[src/rtl/mcs_pkg.sv]
`default_nettype none
package mcs_pkg;

    localparam int SAMPLE_W = 16;
    localparam int COEF_W   = 16;
    localparam int SIG_W    = 33;
    localparam int MUL_B_W  = 17;
    localparam int ACC_W    = SIG_W + MUL_B_W;
    localparam int HOLD_W   = 15;

    localparam int SHIFT_NARROW = 14;
    localparam int SHIFT_WIDE   = 28;

    localparam logic signed [MUL_B_W-1:0] Q14_ONE = MUL_B_W'(16384);
    localparam logic signed [MUL_B_W-1:0] PAN_MAX = MUL_B_W'(16384);
    localparam logic signed [MUL_B_W-1:0] PAN_MIN = MUL_B_W'(-16384);

    localparam logic signed [ACC_W-1:0] SAT_HI = ACC_W'(32767);
    localparam logic signed [ACC_W-1:0] SAT_LO = ACC_W'(-32768);

    localparam logic [COEF_W-1:0] GAIN_RESET = COEF_W'(16384);

    typedef enum logic [1:0] {
        CFG_GAIN,
        CFG_PAN,
        CFG_SEND_ONE,
        CFG_SEND_TWO
    } t_cfg_idx;

    typedef enum logic [2:0] {
        ST_IDLE,
        ST_SEND1,
        ST_SEND2,
        ST_GAIN,
        ST_METER,
        ST_LEFT,
        ST_RIGHT,
        ST_DONE
    } t_state;

    typedef enum logic {
        MA_SAMPLE,
        MA_SIG
    } t_mul_a;

    typedef enum logic [2:0] {
        MB_SEND1,
        MB_SEND2,
        MB_GAIN,
        MB_LEFT,
        MB_RIGHT
    } t_mul_b;

    typedef enum logic [1:0] {
        RN_SEND1,
        RN_SEND2,
        RN_LEFT,
        RN_RIGHT
    } t_rnd;

endpackage
`default_nettype wire

[src/rtl/mcs_in_if.sv]
`default_nettype none
interface mcs_in_if;
    logic               valid;
    logic               ready;
    logic signed [15:0] sample_in;
    logic               button;
    logic               chain_valid;
    logic signed [15:0] chain_left;
    logic signed [15:0] chain_right;
    logic signed [15:0] chain_send_one;
    logic signed [15:0] chain_send_two;

    modport source (
        output valid, sample_in, button, chain_valid,
               chain_left, chain_right, chain_send_one, chain_send_two,
        input  ready
    );
    modport sink (
        input  valid, sample_in, button, chain_valid,
               chain_left, chain_right, chain_send_one, chain_send_two,
        output ready
    );
endinterface
`default_nettype wire

[src/rtl/mcs_out_if.sv]
`default_nettype none
interface mcs_out_if #(
    parameter int SEGMENTS = 11
);
    logic                valid;
    logic                ready;
    logic signed [15:0]  left_out;
    logic signed [15:0]  right_out;
    logic signed [15:0]  send_one_out;
    logic signed [15:0]  send_two_out;
    logic [SEGMENTS-1:0] meter_lights;
    logic                run_lamp;

    modport source (
        output valid, left_out, right_out, send_one_out, send_two_out,
               meter_lights, run_lamp,
        input  ready
    );
    modport sink (
        input  valid, left_out, right_out, send_one_out, send_two_out,
               meter_lights, run_lamp,
        output ready
    );
endinterface
`default_nettype wire

[src/rtl/mcs_meter.sv]
`default_nettype none
module mcs_meter #(
    parameter int SEGMENTS    = 11,
    parameter int HOLD_NORMAL = 5000,
    parameter int HOLD_CLIP   = 20000,
    parameter int VOLT_STEP   = 1024
) (
    input  logic                              i_clk,
    input  logic                              i_rst_n,
    input  logic                              i_update,
    input  logic signed [mcs_pkg::SIG_W-1:0]  i_sig,
    output logic [SEGMENTS-1:0]               o_lights
);
    import mcs_pkg::*;

    logic [HOLD_W-1:0]  r_hold [SEGMENTS];
    logic [HOLD_W-1:0]  n_hold [SEGMENTS];
    logic [HOLD_W-1:0]  hold_len [SEGMENTS];
    logic [HOLD_W-1:0]  loaded [SEGMENTS];
    logic [SEGMENTS-1:0] hit;
    logic [SEGMENTS-1:0] lit;
    logic [SEGMENTS-1:0] r_lights;

    // segment g lights while the signal exceeds g volts at Q.14 scale
    for (genvar g = 0; g < SEGMENTS; g++) begin : g_seg
        localparam logic signed [SIG_W-1:0] THR =
            SIG_W'(longint'(g) * longint'(VOLT_STEP) * 64'sd16384);
        assign hit[g]      = (i_sig > THR);
        assign hold_len[g] = (g + 1 < SEGMENTS) ? HOLD_W'(HOLD_NORMAL) : HOLD_W'(HOLD_CLIP);
    end

    // reload on a hit, then count down every live counter
    always_comb begin
        for (int k = 0; k < SEGMENTS; k++) begin
            loaded[k] = hit[k] ? hold_len[k] : r_hold[k];
            lit[k]    = (loaded[k] != '0);
            n_hold[k] = lit[k] ? (loaded[k] - HOLD_W'(1)) : loaded[k];
        end
    end

    always_ff @(posedge i_clk) begin
        if (!i_rst_n) begin
            for (int k = 0; k < SEGMENTS; k++) begin
                r_hold[k] <= '0;
            end
            r_lights <= '0;
        end else if (i_update) begin
            for (int k = 0; k < SEGMENTS; k++) begin
                r_hold[k] <= n_hold[k];
            end
            r_lights <= lit;
        end
    end

    assign o_lights = r_lights;

endmodule
`default_nettype wire

[src/rtl/mixer_channel_strip_with_meter.sv]
`default_nettype none
// Mono-to-stereo mixer channel strip with two sends and a peak-hold meter.
// Input channel i_in carries one mono sample, the mute button level and
// optional chain values from an upstream strip; output channel o_out carries
// left, right, both sends, the meter lights and the run lamp for that sample.
// Both channels transfer on a rising edge with valid and ready high.
// Gain, pan and the two send levels are written through i_cfg_we, i_cfg_idx
// and i_cfg_data; the user must write them only while no sample is in
// flight, as the block itself does not enforce this.
// A sample runs through the steps send one, send two, gain, meter, left,
// right and done: a single 33x17 multiplier forms the five products in turn,
// a meter step sits between the gain and the pan products, and one
// rounding/saturation adder finishes each. The sequencer is idle again as the
// result loads into the output register; only then is the next sample taken.
// The output register holds one result; while the receiver stalls a finished
// sample waits in the last sequencer step and no new input is taken.
// Reset restores gain to unity, pan centred, sends off, the channel on and
// all meter hold counters cleared.
module mixer_channel_strip_with_meter #(
    parameter int SEGMENTS    = 11,
    parameter int HOLD_NORMAL = 5000,
    parameter int HOLD_CLIP   = 20000,
    parameter int VOLT_STEP   = 1024
) (
    input  logic                  i_clk,
    input  logic                  i_rst_n,
    input  logic                  i_cfg_we,
    input  mcs_pkg::t_cfg_idx     i_cfg_idx,
    input  logic [15:0]           i_cfg_data,
    mcs_in_if.sink                i_in,
    mcs_out_if.source             o_out
);
    import mcs_pkg::*;

    t_state r_state;
    t_state n_state;

    logic [COEF_W-1:0]        r_gain;
    logic signed [COEF_W-1:0] r_pan;
    logic [COEF_W-1:0]        r_send1_lvl;
    logic [COEF_W-1:0]        r_send2_lvl;

    logic r_on;
    logic r_btn_was;

    logic signed [SAMPLE_W-1:0] r_sample;
    logic signed [SAMPLE_W-1:0] r_cl;
    logic signed [SAMPLE_W-1:0] r_cr;
    logic signed [SAMPLE_W-1:0] r_c1;
    logic signed [SAMPLE_W-1:0] r_c2;

    logic signed [ACC_W-1:0]    r_prod;
    logic signed [SIG_W-1:0]    r_sig;
    logic signed [SAMPLE_W-1:0] r_send1;
    logic signed [SAMPLE_W-1:0] r_send2;
    logic signed [SAMPLE_W-1:0] r_left;

    logic                       r_out_valid;
    logic signed [SAMPLE_W-1:0] r_o_left;
    logic signed [SAMPLE_W-1:0] r_o_right;
    logic signed [SAMPLE_W-1:0] r_o_send1;
    logic signed [SAMPLE_W-1:0] r_o_send2;
    logic [SEGMENTS-1:0]        r_o_lights;
    logic                       r_o_on;

    // sequencer controls
    logic   in_take;
    logic   mul_en;
    t_mul_a mul_a_sel;
    t_mul_b mul_b_sel;
    t_rnd   rnd_sel;
    logic   meter_upd;
    logic   out_free;
    logic   out_load;

    logic signed [SIG_W-1:0]   mul_a;
    logic signed [MUL_B_W-1:0] mul_b;
    logic signed [MUL_B_W-1:0] pan_w;
    logic signed [MUL_B_W-1:0] pan_c;
    logic signed [MUL_B_W-1:0] gain_l;
    logic signed [MUL_B_W-1:0] gain_r;
    logic signed [SIG_W-1:0]   sig_now;
    logic [SEGMENTS-1:0]       lights;

    logic                       rnd_wide;
    logic signed [SAMPLE_W-1:0] rnd_chain;
    logic signed [ACC_W-1:0]    rnd_ext;
    logic signed [ACC_W-1:0]    rnd_add;
    logic signed [ACC_W-1:0]    rnd_half;
    logic signed [ACC_W-1:0]    rnd_sum;
    logic signed [ACC_W-1:0]    rnd_shift;
    logic signed [SAMPLE_W-1:0] rnd_out;

    // ---------------- configuration ----------------
    always_ff @(posedge i_clk) begin
        if (!i_rst_n) begin
            r_gain      <= GAIN_RESET;
            r_pan       <= '0;
            r_send1_lvl <= '0;
            r_send2_lvl <= '0;
        end else if (i_cfg_we) begin
            unique case (i_cfg_idx)
                CFG_GAIN:     r_gain      <= i_cfg_data;
                CFG_PAN:      r_pan       <= i_cfg_data;
                CFG_SEND_ONE: r_send1_lvl <= i_cfg_data;
                CFG_SEND_TWO: r_send2_lvl <= i_cfg_data;
                default:      ;
            endcase
        end
    end

    // balance law: clamp pan, attenuate the opposite side
    always_comb begin
        pan_w = {r_pan[COEF_W-1], r_pan};
        if (pan_w > PAN_MAX) begin
            pan_c = PAN_MAX;
        end else if (pan_w < PAN_MIN) begin
            pan_c = PAN_MIN;
        end else begin
            pan_c = pan_w;
        end
        if (pan_c >= 0) begin
            gain_l = Q14_ONE - pan_c;
            gain_r = Q14_ONE;
        end else begin
            gain_l = Q14_ONE;
            gain_r = Q14_ONE + pan_c;
        end
    end

    // ---------------- sequencer ----------------
    assign out_free = !r_out_valid || o_out.ready;

    always_ff @(posedge i_clk) begin
        if (!i_rst_n) begin
            r_state <= ST_IDLE;
        end else begin
            r_state <= n_state;
        end
    end

    always_comb begin
        n_state = r_state;
        unique case (r_state)
            ST_IDLE:  if (i_in.valid) n_state = ST_SEND1;
            ST_SEND1: n_state = ST_SEND2;
            ST_SEND2: n_state = ST_GAIN;
            ST_GAIN:  n_state = ST_METER;
            ST_METER: n_state = ST_LEFT;
            ST_LEFT:  n_state = ST_RIGHT;
            ST_RIGHT: n_state = ST_DONE;
            ST_DONE:  if (out_free) n_state = ST_IDLE;
            default:  n_state = ST_IDLE;
        endcase
    end

    always_comb begin
        in_take   = 1'b0;
        mul_en    = 1'b0;
        mul_a_sel = MA_SAMPLE;
        mul_b_sel = MB_SEND1;
        rnd_sel   = RN_SEND1;
        meter_upd = 1'b0;
        out_load  = 1'b0;
        unique case (r_state)
            ST_IDLE:  in_take = 1'b1;
            ST_SEND1: begin
                mul_en    = 1'b1;
                mul_b_sel = MB_SEND1;
            end
            ST_SEND2: begin
                mul_en    = 1'b1;
                mul_b_sel = MB_SEND2;
                rnd_sel   = RN_SEND1;
            end
            ST_GAIN: begin
                mul_en    = 1'b1;
                mul_b_sel = MB_GAIN;
                rnd_sel   = RN_SEND2;
            end
            ST_METER: meter_upd = 1'b1;
            ST_LEFT: begin
                mul_en    = 1'b1;
                mul_a_sel = MA_SIG;
                mul_b_sel = MB_LEFT;
            end
            ST_RIGHT: begin
                mul_en    = 1'b1;
                mul_a_sel = MA_SIG;
                mul_b_sel = MB_RIGHT;
                rnd_sel   = RN_LEFT;
            end
            ST_DONE: begin
                rnd_sel  = RN_RIGHT;
                out_load = out_free;
            end
            default: ;
        endcase
    end

    assign i_in.ready = in_take;

    // ---------------- input capture ----------------
    always_ff @(posedge i_clk) begin
        if (!i_rst_n) begin
            r_on      <= 1'b1;
            r_btn_was <= 1'b0;
        end else if (i_in.valid && in_take) begin
            if (i_in.button && !r_btn_was) begin
                r_on <= !r_on;
            end
            r_btn_was <= i_in.button;
        end
    end

    always_ff @(posedge i_clk) begin
        if (i_in.valid && in_take) begin
            r_sample <= i_in.sample_in;
            // drop the chain values when upstream supplies none
            r_cl <= i_in.chain_valid ? i_in.chain_left     : '0;
            r_cr <= i_in.chain_valid ? i_in.chain_right    : '0;
            r_c1 <= i_in.chain_valid ? i_in.chain_send_one : '0;
            r_c2 <= i_in.chain_valid ? i_in.chain_send_two : '0;
        end
    end

    // ---------------- shared multiplier ----------------
    always_comb begin
        case (mul_a_sel)
            MA_SAMPLE: mul_a = {{(SIG_W-SAMPLE_W){r_sample[SAMPLE_W-1]}}, r_sample};
            MA_SIG:    mul_a = r_sig;
            default:   mul_a = r_sig;
        endcase
        case (mul_b_sel)
            MB_SEND1: mul_b = {1'b0, r_send1_lvl};
            MB_SEND2: mul_b = {1'b0, r_send2_lvl};
            MB_GAIN:  mul_b = {1'b0, r_gain};
            MB_LEFT:  mul_b = gain_l;
            MB_RIGHT: mul_b = gain_r;
            default:  mul_b = gain_r;
        endcase
    end

    always_ff @(posedge i_clk) begin
        if (mul_en) begin
            r_prod <= mul_a * mul_b;
        end
    end

    // muted channel feeds zero to meter and pan stage
    assign sig_now = r_on ? r_prod[SIG_W-1:0] : '0;

    always_ff @(posedge i_clk) begin
        if (meter_upd) begin
            r_sig <= sig_now;
        end
    end

    mcs_meter #(
        .SEGMENTS    (SEGMENTS),
        .HOLD_NORMAL (HOLD_NORMAL),
        .HOLD_CLIP   (HOLD_CLIP),
        .VOLT_STEP   (VOLT_STEP)
    ) u_meter (
        .i_clk    (i_clk),
        .i_rst_n  (i_rst_n),
        .i_update (meter_upd),
        .i_sig    (sig_now),
        .o_lights (lights)
    );

    // ---------------- round and saturate ----------------
    always_comb begin
        case (rnd_sel)
            RN_SEND1: begin rnd_chain = r_c1; rnd_wide = 1'b0; end
            RN_SEND2: begin rnd_chain = r_c2; rnd_wide = 1'b0; end
            RN_LEFT:  begin rnd_chain = r_cl; rnd_wide = 1'b1; end
            RN_RIGHT: begin rnd_chain = r_cr; rnd_wide = 1'b1; end
            default:  begin rnd_chain = r_cr; rnd_wide = 1'b1; end
        endcase
        rnd_ext = {{(ACC_W-SAMPLE_W){rnd_chain[SAMPLE_W-1]}}, rnd_chain};
        if (rnd_wide) begin
            rnd_add  = rnd_ext <<< SHIFT_WIDE;
            rnd_half = ACC_W'(1) <<< (SHIFT_WIDE - 1);
        end else begin
            rnd_add  = rnd_ext <<< SHIFT_NARROW;
            rnd_half = ACC_W'(1) <<< (SHIFT_NARROW - 1);
        end
        rnd_sum   = r_prod + rnd_add + rnd_half;
        rnd_shift = rnd_wide ? (rnd_sum >>> SHIFT_WIDE) : (rnd_sum >>> SHIFT_NARROW);
        if (rnd_shift > SAT_HI) begin
            rnd_out = SAT_HI[SAMPLE_W-1:0];
        end else if (rnd_shift < SAT_LO) begin
            rnd_out = SAT_LO[SAMPLE_W-1:0];
        end else begin
            rnd_out = rnd_shift[SAMPLE_W-1:0];
        end
    end

    always_ff @(posedge i_clk) begin
        if (r_state == ST_SEND2) begin
            r_send1 <= rnd_out;
        end
        if (r_state == ST_GAIN) begin
            r_send2 <= rnd_out;
        end
        if (r_state == ST_RIGHT) begin
            r_left <= rnd_out;
        end
    end

    // ---------------- output register ----------------
    always_ff @(posedge i_clk) begin
        if (!i_rst_n) begin
            r_out_valid <= 1'b0;
        end else if (out_load) begin
            r_out_valid <= 1'b1;
        end else if (o_out.ready) begin
            r_out_valid <= 1'b0;
        end
    end

    always_ff @(posedge i_clk) begin
        if (out_load) begin
            r_o_left   <= r_left;
            r_o_right  <= rnd_out;
            r_o_send1  <= r_send1;
            r_o_send2  <= r_send2;
            r_o_lights <= lights;
            r_o_on     <= r_on;
        end
    end

    assign o_out.valid        = r_out_valid;
    assign o_out.left_out     = r_o_left;
    assign o_out.right_out    = r_o_right;
    assign o_out.send_one_out = r_o_send1;
    assign o_out.send_two_out = r_o_send2;
    assign o_out.meter_lights = r_o_lights;
    assign o_out.run_lamp     = r_o_on;

    // ---------------- assertions ----------------
    a_take_starts: assert property (@(posedge i_clk) disable iff (!i_rst_n)
        (i_in.valid && i_in.ready) |=> (r_state == ST_SEND1))
        else $error("accepted sample did not start the sequencer");

    a_result_from_done: assert property (@(posedge i_clk) disable iff (!i_rst_n)
        $rose(o_out.valid) |-> ($past(r_state) == ST_DONE))
        else $error("result appeared outside the final step");

    a_button_toggles: assert property (@(posedge i_clk) disable iff (!i_rst_n)
        (i_in.valid && i_in.ready && i_in.button && !r_btn_was) |=> (r_on != $past(r_on)))
        else $error("button rising edge did not toggle the channel");

    a_no_overwrite: assert property (@(posedge i_clk) disable iff (!i_rst_n)
        (r_out_valid && !o_out.ready) |=> (r_state != ST_IDLE || $past(r_state) != ST_DONE))
        else $error("finished sample left the sequencer while output stalled");

endmodule
`default_nettype wire

[src/flat_wrapper.sv]
// flat-port wrapper written by rule: the top's interface ports become plain ports
module mixer_channel_strip_with_meter_flat import mcs_pkg::*;
#(
    parameter int SEGMENTS    = 11,
    parameter int HOLD_NORMAL = 5000,
    parameter int HOLD_CLIP   = 20000,
    parameter int VOLT_STEP   = 1024
)
  (i_clk, i_rst_n, i_cfg_we, i_cfg_idx, i_cfg_data, i_in_valid, i_in_sample_in, i_in_button, i_in_chain_valid, i_in_chain_left, i_in_chain_right, i_in_chain_send_one, i_in_chain_send_two, i_in_ready, o_out_valid, o_out_left_out, o_out_right_out, o_out_send_one_out, o_out_send_two_out, o_out_meter_lights, o_out_run_lamp, o_out_ready);
  mcs_in_if i_in_i ();
  mcs_out_if #(.SEGMENTS(SEGMENTS)) o_out_i ();
  input  logic i_clk;
  input  logic i_rst_n;
  input  logic i_cfg_we;
  input  mcs_pkg::t_cfg_idx i_cfg_idx;
  input  logic [15:0] i_cfg_data;
  input wire logic [$bits(i_in_i.valid)-1:0] i_in_valid;
  input wire logic [$bits(i_in_i.sample_in)-1:0] i_in_sample_in;
  input wire logic [$bits(i_in_i.button)-1:0] i_in_button;
  input wire logic [$bits(i_in_i.chain_valid)-1:0] i_in_chain_valid;
  input wire logic [$bits(i_in_i.chain_left)-1:0] i_in_chain_left;
  input wire logic [$bits(i_in_i.chain_right)-1:0] i_in_chain_right;
  input wire logic [$bits(i_in_i.chain_send_one)-1:0] i_in_chain_send_one;
  input wire logic [$bits(i_in_i.chain_send_two)-1:0] i_in_chain_send_two;
  output wire logic [$bits(i_in_i.ready)-1:0] i_in_ready;
  output wire logic [$bits(o_out_i.valid)-1:0] o_out_valid;
  output wire logic [$bits(o_out_i.left_out)-1:0] o_out_left_out;
  output wire logic [$bits(o_out_i.right_out)-1:0] o_out_right_out;
  output wire logic [$bits(o_out_i.send_one_out)-1:0] o_out_send_one_out;
  output wire logic [$bits(o_out_i.send_two_out)-1:0] o_out_send_two_out;
  output wire logic [$bits(o_out_i.meter_lights)-1:0] o_out_meter_lights;
  output wire logic [$bits(o_out_i.run_lamp)-1:0] o_out_run_lamp;
  input wire logic [$bits(o_out_i.ready)-1:0] o_out_ready;
  assign i_in_i.valid = i_in_valid;
  assign i_in_i.sample_in = i_in_sample_in;
  assign i_in_i.button = i_in_button;
  assign i_in_i.chain_valid = i_in_chain_valid;
  assign i_in_i.chain_left = i_in_chain_left;
  assign i_in_i.chain_right = i_in_chain_right;
  assign i_in_i.chain_send_one = i_in_chain_send_one;
  assign i_in_i.chain_send_two = i_in_chain_send_two;
  assign i_in_ready = i_in_i.ready;
  assign o_out_valid = o_out_i.valid;
  assign o_out_left_out = o_out_i.left_out;
  assign o_out_right_out = o_out_i.right_out;
  assign o_out_send_one_out = o_out_i.send_one_out;
  assign o_out_send_two_out = o_out_i.send_two_out;
  assign o_out_meter_lights = o_out_i.meter_lights;
  assign o_out_run_lamp = o_out_i.run_lamp;
  assign o_out_i.ready = o_out_ready;
  mixer_channel_strip_with_meter #(.SEGMENTS(SEGMENTS), .HOLD_NORMAL(HOLD_NORMAL), .HOLD_CLIP(HOLD_CLIP), .VOLT_STEP(VOLT_STEP)) u_core (.i_clk(i_clk), .i_rst_n(i_rst_n), .i_cfg_we(i_cfg_we), .i_cfg_idx(i_cfg_idx), .i_cfg_data(i_cfg_data), .i_in(i_in_i), .o_out(o_out_i));
endmodule
[config.mk]
export PLATFORM = sky130hd
export DESIGN_NAME = mixer_channel_strip_with_meter_flat
export DESIGN_NICKNAME = d
export VERILOG_FILES = /design/src/rtl/mcs_pkg.sv /design/src/rtl/mcs_in_if.sv /design/src/rtl/mcs_out_if.sv /design/src/rtl/mcs_meter.sv /design/src/rtl/mixer_channel_strip_with_meter.sv /design/src/flat_wrapper.sv
export SDC_FILE = /design/constraint.sdc
export NUM_CORES = 2
export LEC_CHECK = 0
export ABC_AREA = 1
export BUFFER_PORTS_ARGS = -buffer_cell sky130_fd_sc_hd__buf_4
export CORE_AREA = 2 2 335 304
export CTS_CLUSTER_SIZE = 10
export DETAILED_ROUTE_END_ITERATION = 10
export DIE_AREA = 0 0 337 306
export HOLD_SLACK_MARGIN = 0.02
export PLACE_DENSITY = 0.66
export SYNTH_ARGS = -nofsm -noshare
export SYNTH_HDL_FRONTEND = slang
export SYNTH_SLANG_ARGS = --single-unit
[constraint.sdc]
create_clock -name i_clk -period 13.4 [get_ports i_clk]
set_input_delay 2.01 -clock i_clk [delete_from_list [all_inputs] [get_ports i_clk]]
set_output_delay 2.01 -clock i_clk [all_outputs]
set_load 0.02 [all_outputs]
== Word-level counts from Yosys, hierarchy flattened ==
Memories as Yosys holds them, arrays and structs flattened.
Index checks and enable logic that the tools add are counted.

* $add $sub $neg: 15
* Multiplexer cells: 63
* Equality and inequality tests: 18
* Reduce and logical (&&, ||, !) cells: 32
* Multipliers: 1
* Bitwise logic cells: 12
* $lt $le $gt $ge: 16
* Div/mod/pow operators: 0
* Shift operators: 0

{| class="wikitable"
|+ Operator list
! cell !! number
|-
| $mux 15 || 33
|-
| $reduce_bool 15->1 || 11
|-
| $sub 15x1->15 const B || 11
|-
| $gt 33x28->1 const B || 4
|-
| $gt 33x29->1 const B || 3
|-
| $mux 17 || 4
|-
| $pmux 17 s4 || 1
|-
| $gt 33x27->1 const B || 2
|-
| $pmux 33 s2 || 1
|-
| $pmux 16 s4 || 1
|-
| $add 50x29->50 || 1
|-
| $add 50x44->50 || 1
|-
| $mul 33x17->50 || 1
|-
| $mux 43 || 1
|-
| $gt 36x16->1 const B || 1
|-
| $lt 36x16->1 const B || 1
|-
| $mux 35 || 1
|-
| $gt 33x1->1 const B || 1
|-
| $gt 33x26->1 const B || 1
|-
| $mux 33 || 1
|-
| $mux 16 || 2
|-
| $mux 28 || 1
|-
| $pmux 3 s8 || 1
|-
| $add 16x17->17 const A || 1
|-
| 27 further kinds || 71
|}

* Memories kept: 1
* Memory bits (writable): 165
* Bits of input ports: 105
* Latch bits: 0
* ROM bits: 0
* Bits in registers: 368
* Output and inout bits: 78
* Logic and storage cells: 183

{| class="wikitable"
|+ Memory list
! name !! words !! width !! rd ports !! clocked after memory_dff !! wr ports !! line !! source
|-
| u_core.u_meter.r_hold || 11 || 15 || 11 || 0 || 11 || mcs_meter.sv:16 || <nowiki>logic [HOLD_W-1:0] r_hold [SEGMENTS];</nowiki>
|}

== Depth between registers and ports, before layout ==
* Depth after elaboration: 12
* Mapped depth: 42
* Mapped depth without buffers: 41

== Modules after synthesis ==
From an unflattened synthesis, not the netlist that was laid out.

* Cells, all modules: 6284
* Area, all modules: 50752.4 um2

{| class="wikitable"
|+ By module, submodules not included
! module !! seq. area each (um2) !! cells an instance !! area each (um2) !! instances
|-
| mixer_channel_strip_with_meter || 10019.6 || 4311 || 37259.5 || 1
|-
| mcs_meter || 5175.0 || 1973 || 13492.9 || 1
|}

== Least setup slack after synthesis ==
OpenSTA, ideal clock, no wires.

* Kind: flip-flop to flip-flop
* Start point: reg u_core.r_state[1]
* End point: reg u_core.r_prod[38], data pin
* Cell stages (with the launch flop): 33
* Required time: 13148 ps
* Slack: 5848 ps
* Buffers on the path: 2
* Arrival time: 7300 ps
* Clock period less this slack: 7552 ps
* Library setup time: 252 ps
* Path through: dfxtp_1 -> nand2_1 -> nor2_1 -> inv_1 -> clkbuf_1 -> nor2_1 -> a221oi_1 -> nand3_1 -> clkbuf_1 -> nand2_1 -> fa_1 -> inv_1 -> fa_1 -> inv_1 -> fa_1 -> inv_1 -> fa_1 -> fa_1 -> inv_1 -> fa_1 -> inv_1 -> ha_1 -> a21oi_1 -> inv_1 -> a31oi_1 -> a21boi_0 -> o21ai_1 -> a21boi_0 -> o21ai_1 -> nand2_1 -> nand2_1 -> nand2_1 -> nand2_1

* Word-level cells in the longest chain between the ends: 6
* Elaborated cells between the ends (all ways): 15
* Classes of those cells: mul (1); eq/ne (7); mux (4); bitwise (1); reduce/logical (2)

{| class="wikitable"
|+ RTL lines
! what !! line !! source
|-
| start, declared || mixer_channel_strip_with_meter.sv:35 || <nowiki>t_state r_state;</nowiki>
|-
| start signal, assigned || mixer_channel_strip_with_meter.sv:138 || <nowiki>r_state <= n_state;</nowiki>
|-
| branches (longest 5 deep; another with $pmux 17 s4) || - ||
|-
| $mul 33x17->50 * || mixer_channel_strip_with_meter.sv:246 || <nowiki>r_prod <= mul_a * mul_b;</nowiki>
|-
| end signal, assigned || mixer_channel_strip_with_meter.sv:246 ||
|-
| end, declared || mixer_channel_strip_with_meter.sv:52 || <nowiki>logic signed [ACC_W-1:0] r_prod;</nowiki>
|}

Mark *: on every way between the ends.
A chain may end at the register's enable or synchronous reset.

== Worst setup path in the final report ==
* Start point: reg u_core.r_pan[10]
* End point: reg u_core.r_prod[34], data pin

* Word-level cells in the longest chain between the ends: 7
* Elaborated cells between the ends (all ways): 11
* Classes of those cells: add/sub (2); mul (1); order compare (3); mux (5)

{| class="wikitable"
|+ RTL lines
! what !! line !! source
|-
| start, declared || mixer_channel_strip_with_meter.sv:39 || <nowiki>logic signed [COEF_W-1:0] r_pan;</nowiki>
|-
| start signal, assigned || mixer_channel_strip_with_meter.sv:104 || <nowiki>CFG_PAN: r_pan <= i_cfg_data;</nowiki>
|-
| $lt 16x15->1 || mixer_channel_strip_with_meter.sv:117 || <nowiki>end else if (pan_w < PAN_MIN) begin</nowiki>
|-
| $mux 17 || mixer_channel_strip_with_meter.sv:117 ||
|-
| $mux 17 * || mixer_channel_strip_with_meter.sv:115 || <nowiki>if (pan_w > PAN_MAX) begin</nowiki>
|-
| $add 16x17->17 (tied with other cells) || mixer_channel_strip_with_meter.sv:127 || <nowiki>gain_r = Q14_ONE + pan_c;</nowiki>
|-
| $mux 17 || mixer_channel_strip_with_meter.sv:122 || <nowiki>if (pan_c >= 0) begin</nowiki>
|-
| $pmux 17 s4 * || mixer_channel_strip_with_meter.sv:234 || <nowiki>case (mul_b_sel)</nowiki>
|-
| $mul 33x17->50 * || mixer_channel_strip_with_meter.sv:246 ||
|}

Every way passes the cells marked *; elsewhere a longest branch is shown, timed or not.

==> flow_summary.toml <==
[status]
outcome = "completed"

[cts]
h-tree-depth = 3
clkTransAtPathRegs_ns = 0.06
cts_tree = "built"
insertion_delay_ns = 0.64
post_cts_buffers = 0
cts_buffers = 67
cts_resized = 0
clk_path_buf_depth = 3
clock_sinks = 533
ctsHoldBuffers = 0
cts-root-buf = "clkbuf_16"

[detailed_routing]
drt_pass1_iterations = 6
drt-initial-drc-count = 3718
drc_errors = 0
vias = 39700
routed_wl_um = 140000
postRouteAntennaNets = 0
drt-wirelength-per-cell_um = 18.4
via_per_inst = 5.24

[place]
hpwl_um = 107000
placed_cell_area_sq_um = 52000
io_buffers = 182
gp_congestion = 0.957
place_ws_ns = 4.23

[floorplanning]
start_util = 0.496
chipHeight_um = 306
core-area_sq_um = 99500
std_cell_rows = 110
die_area_sq_um = 103000
pin_count = 183
die_w_um = 337

[cells_and_area]
synthToLayoutAreaGrowth_pct = 9.62
final_nets = 7030
reg_top3 = "u_core.u_meter.r_hold x165, u_core.r_prod x50, u_core.r_sig x33"
antenna_cells = 0
final_common_cell = "nand2_1"
final_cell_area_sq_um = 54100
most-common-layout-cells = "1521 x nand2_1, 1299 x inv_1, 640 x nor2_1"
regMostFlops = "u_core.u_meter.r_hold"
layout-drive-gt1-share = 0.0698
largest_register_ffs = 165

[timing]
final_max_slew_viol_count = 0
fmaxAchievable_mhz = 107
report.final.hold_viol_count = 0
slew_headroom = 0.200
worst_slew_pin_slew_ns = 1.20
fin_crit_sh = 0.697
rsz0062_at_grt = "no"
setup_viol = 0
setup_tns_ns = 0
period_minus_slack_ns = 9.34
fin_skew_ns = 0.0429
timing.final.ws_setup_ns = 4.06

[power_and_ir_drop]
seq_power_share = 0.248
p_per_area_nw_per_um2 = 175
p_sw_mw = 4.54
p_int_mw = 4.96
power_mw = 9.49
p_comb_frac = 0.571
power_switching_share = 0.478
leakagePower_nw = 27.1
peakVddDrop_mv = 0.105
power_frac_clock = 0.181

[critical_path]
rrSetupSlack_ns = 4.06
cpMostUsedCell = "nand2_1"
cp.required_ns = 13.77
worst_path_max_delay_cell = "nand3_1"
cp_slowest_stage_delay_ns = 0.54
start_kind = "flip-flop"
critical_path_class = "flip-flop to flip-flop"
crit_fanout = 25
crit_path_end_kind = "flip-flop"
crit_arrival_ns = 9.71

[logic_synthesis]
synth.distinct_cells = 61
synth_edf_count = 452
ys.flop_type = "edfxtp_1"
async_flop_share = 0
syn-mean-instance-area_sq_um = 8.13
synth_area_sq_um = 49400
ys_seq_elements = 533
synth-seq-area-share = 0.308
ys_warn_count = 0
postSynthNetCount = 6915
syn_inst = 6074

[global_routing]
grt_pass1_wl_um = 221000
grt_pass1_vias = 39300
antenna_found_initial = 0
gr-total-overflow = 0
track_usage = 0.275
grt_max_degree = 84

[job]
max-cap-violations = 0

[worst_hold_path]
hold_path_class = "flip-flop to flip-flop"
-- per-layer routing --
metal | share of wire | wire length, um | GRT usage | vias to the layer above
met5 | 0 | 0 | 0 | -
met4 | 0.028 | 3900 | 0.0783 | 0
met3 | 0.087 | 12100 | 0.0433 | 223
met2 | 0.44 | 62100 | 0.433 | 1584
met1 | 0.44 | 61500 | 0.395 | 19000
li1 | - | - | - | 18800
-- power by group through the flow --
stage / sequential, mW / combinational, mW / clock, mW
2_1_floorplan: 2.30 / 3.86 / 0
3_3_place_gp: 2.38 / 5.34 / 0
3_5_place_dp: 2.38 / 5.36 / 0
4_1_cts: 2.35 / 5.41 / 1.76
5_1_grt: 2.36 / 6.12 / 1.82
6_report: 2.35 / 5.42 / 1.72
-- stage by stage --
stage / std cells / hold slack, ns / utilization
global route: 7574 / 0.413 / 0.544
finish: 7574 / 0.399 / 0.544
floorplan: 6074 / 0.400 / -
CTS: 7574 / 0.393 / 0.544
global placement: 7464 / 0.401 / 0.523
detailed placement: 7464 / 0.405 / 0.523
-- kinds of logic (layout without fill, tap and decap cells) --
family / Yosys count / count (layout) / synth area share
AO/OA/AOI/OAI: 498 / 498 / 0.0560
AND/OR/NAND/NOR: 2641 / 2641 / 0.222
XOR/XNOR: 158 / 158 / 0.0280
flip-flops: 533 / 533 / 0.308
buffers and inverters: 1507 / 1663 / 0.117
multiplexers: 1 / 1 / 0.000203
adder cells (fa/ha/maj): 736 / 736 / 0.268
-- synth_stat cells (all sizes together) (4+ instances only) --
master	n	share of area
xor2	77	0.014
nor3	49	0.0060
dfxtp	81	0.033
ha	198	0.050
and3	4	0.00051
a21boi	7	0.0011
o21ai	216	0.022
a31oi	7	0.00089
inv	1314	0.10
clkbuf	148	0.011
nand4	59	0.0087
o211ai	11	0.0017
xnor2	81	0.014
nand2	1549	0.12
and2	8	0.0010
nor2	669	0.053
clkinv	4	0.00030
or2	11	0.0014
o21a	8	0.0012
a41oi	10	0.0018
a21oi	190	0.019
o2111ai	6	0.0011
o21bai	11	0.0017
nor4	8	0.0010
edfxtp	452	0.28
nand3b	17	0.0027
buf	41	0.0058
fa	538	0.22
a221oi	16	0.0028
nand3	265	0.028
-- path summary, 6_finish.rpt --
| check | from | endpoint | depth (start not counted) |
|---|---|---|---|
| worst max-delay path | u_core.r_pan[10]$_SDFFE_PN0P_ | u_core.r_prod[34]$_DFFE_PP_ | 35 |
| worst min-delay path | u_core.u_meter.o_lights[4]$_SDFFE_PN0P_ | u_core.o_out.meter_lights[4]$_DFFE_PP_ | 0 |
| worst max register to register | u_core.r_pan[10]$_SDFFE_PN0P_ | u_core.r_prod[34]$_DFFE_PP_ | 35 |
| worst min register to register | u_core.u_meter.o_lights[4]$_SDFFE_PN0P_ | u_core.o_out.meter_lights[4]$_DFFE_PP_ | 0 |
-- cell type report --
cell class	count	area (sq um)
Sequential cell	533	15200
Timing Repair Buffer	235	1760
Multi-Input combinational cell	4034	28400
Fill cell	9350	45400
Clock inverter	13	239
Tap cell	1344	1680
Clock buffer	97	1830
Inverter	1318	4950
-- worst max-delay path: cells and delay by family, from the launching register on --
kind | cells | cell delay (ns)
AND/OR/NAND/NOR | 12 | 2.53
adder cells (fa/ha/maj) | 8 | 3.56
buffers and inverters | 6 | 0.62
flip-flops | 1 | 0.32
AO/OA/AOI/OAI | 9 | 2.01
No activity file was read; power rests on OpenSTA's default activity.
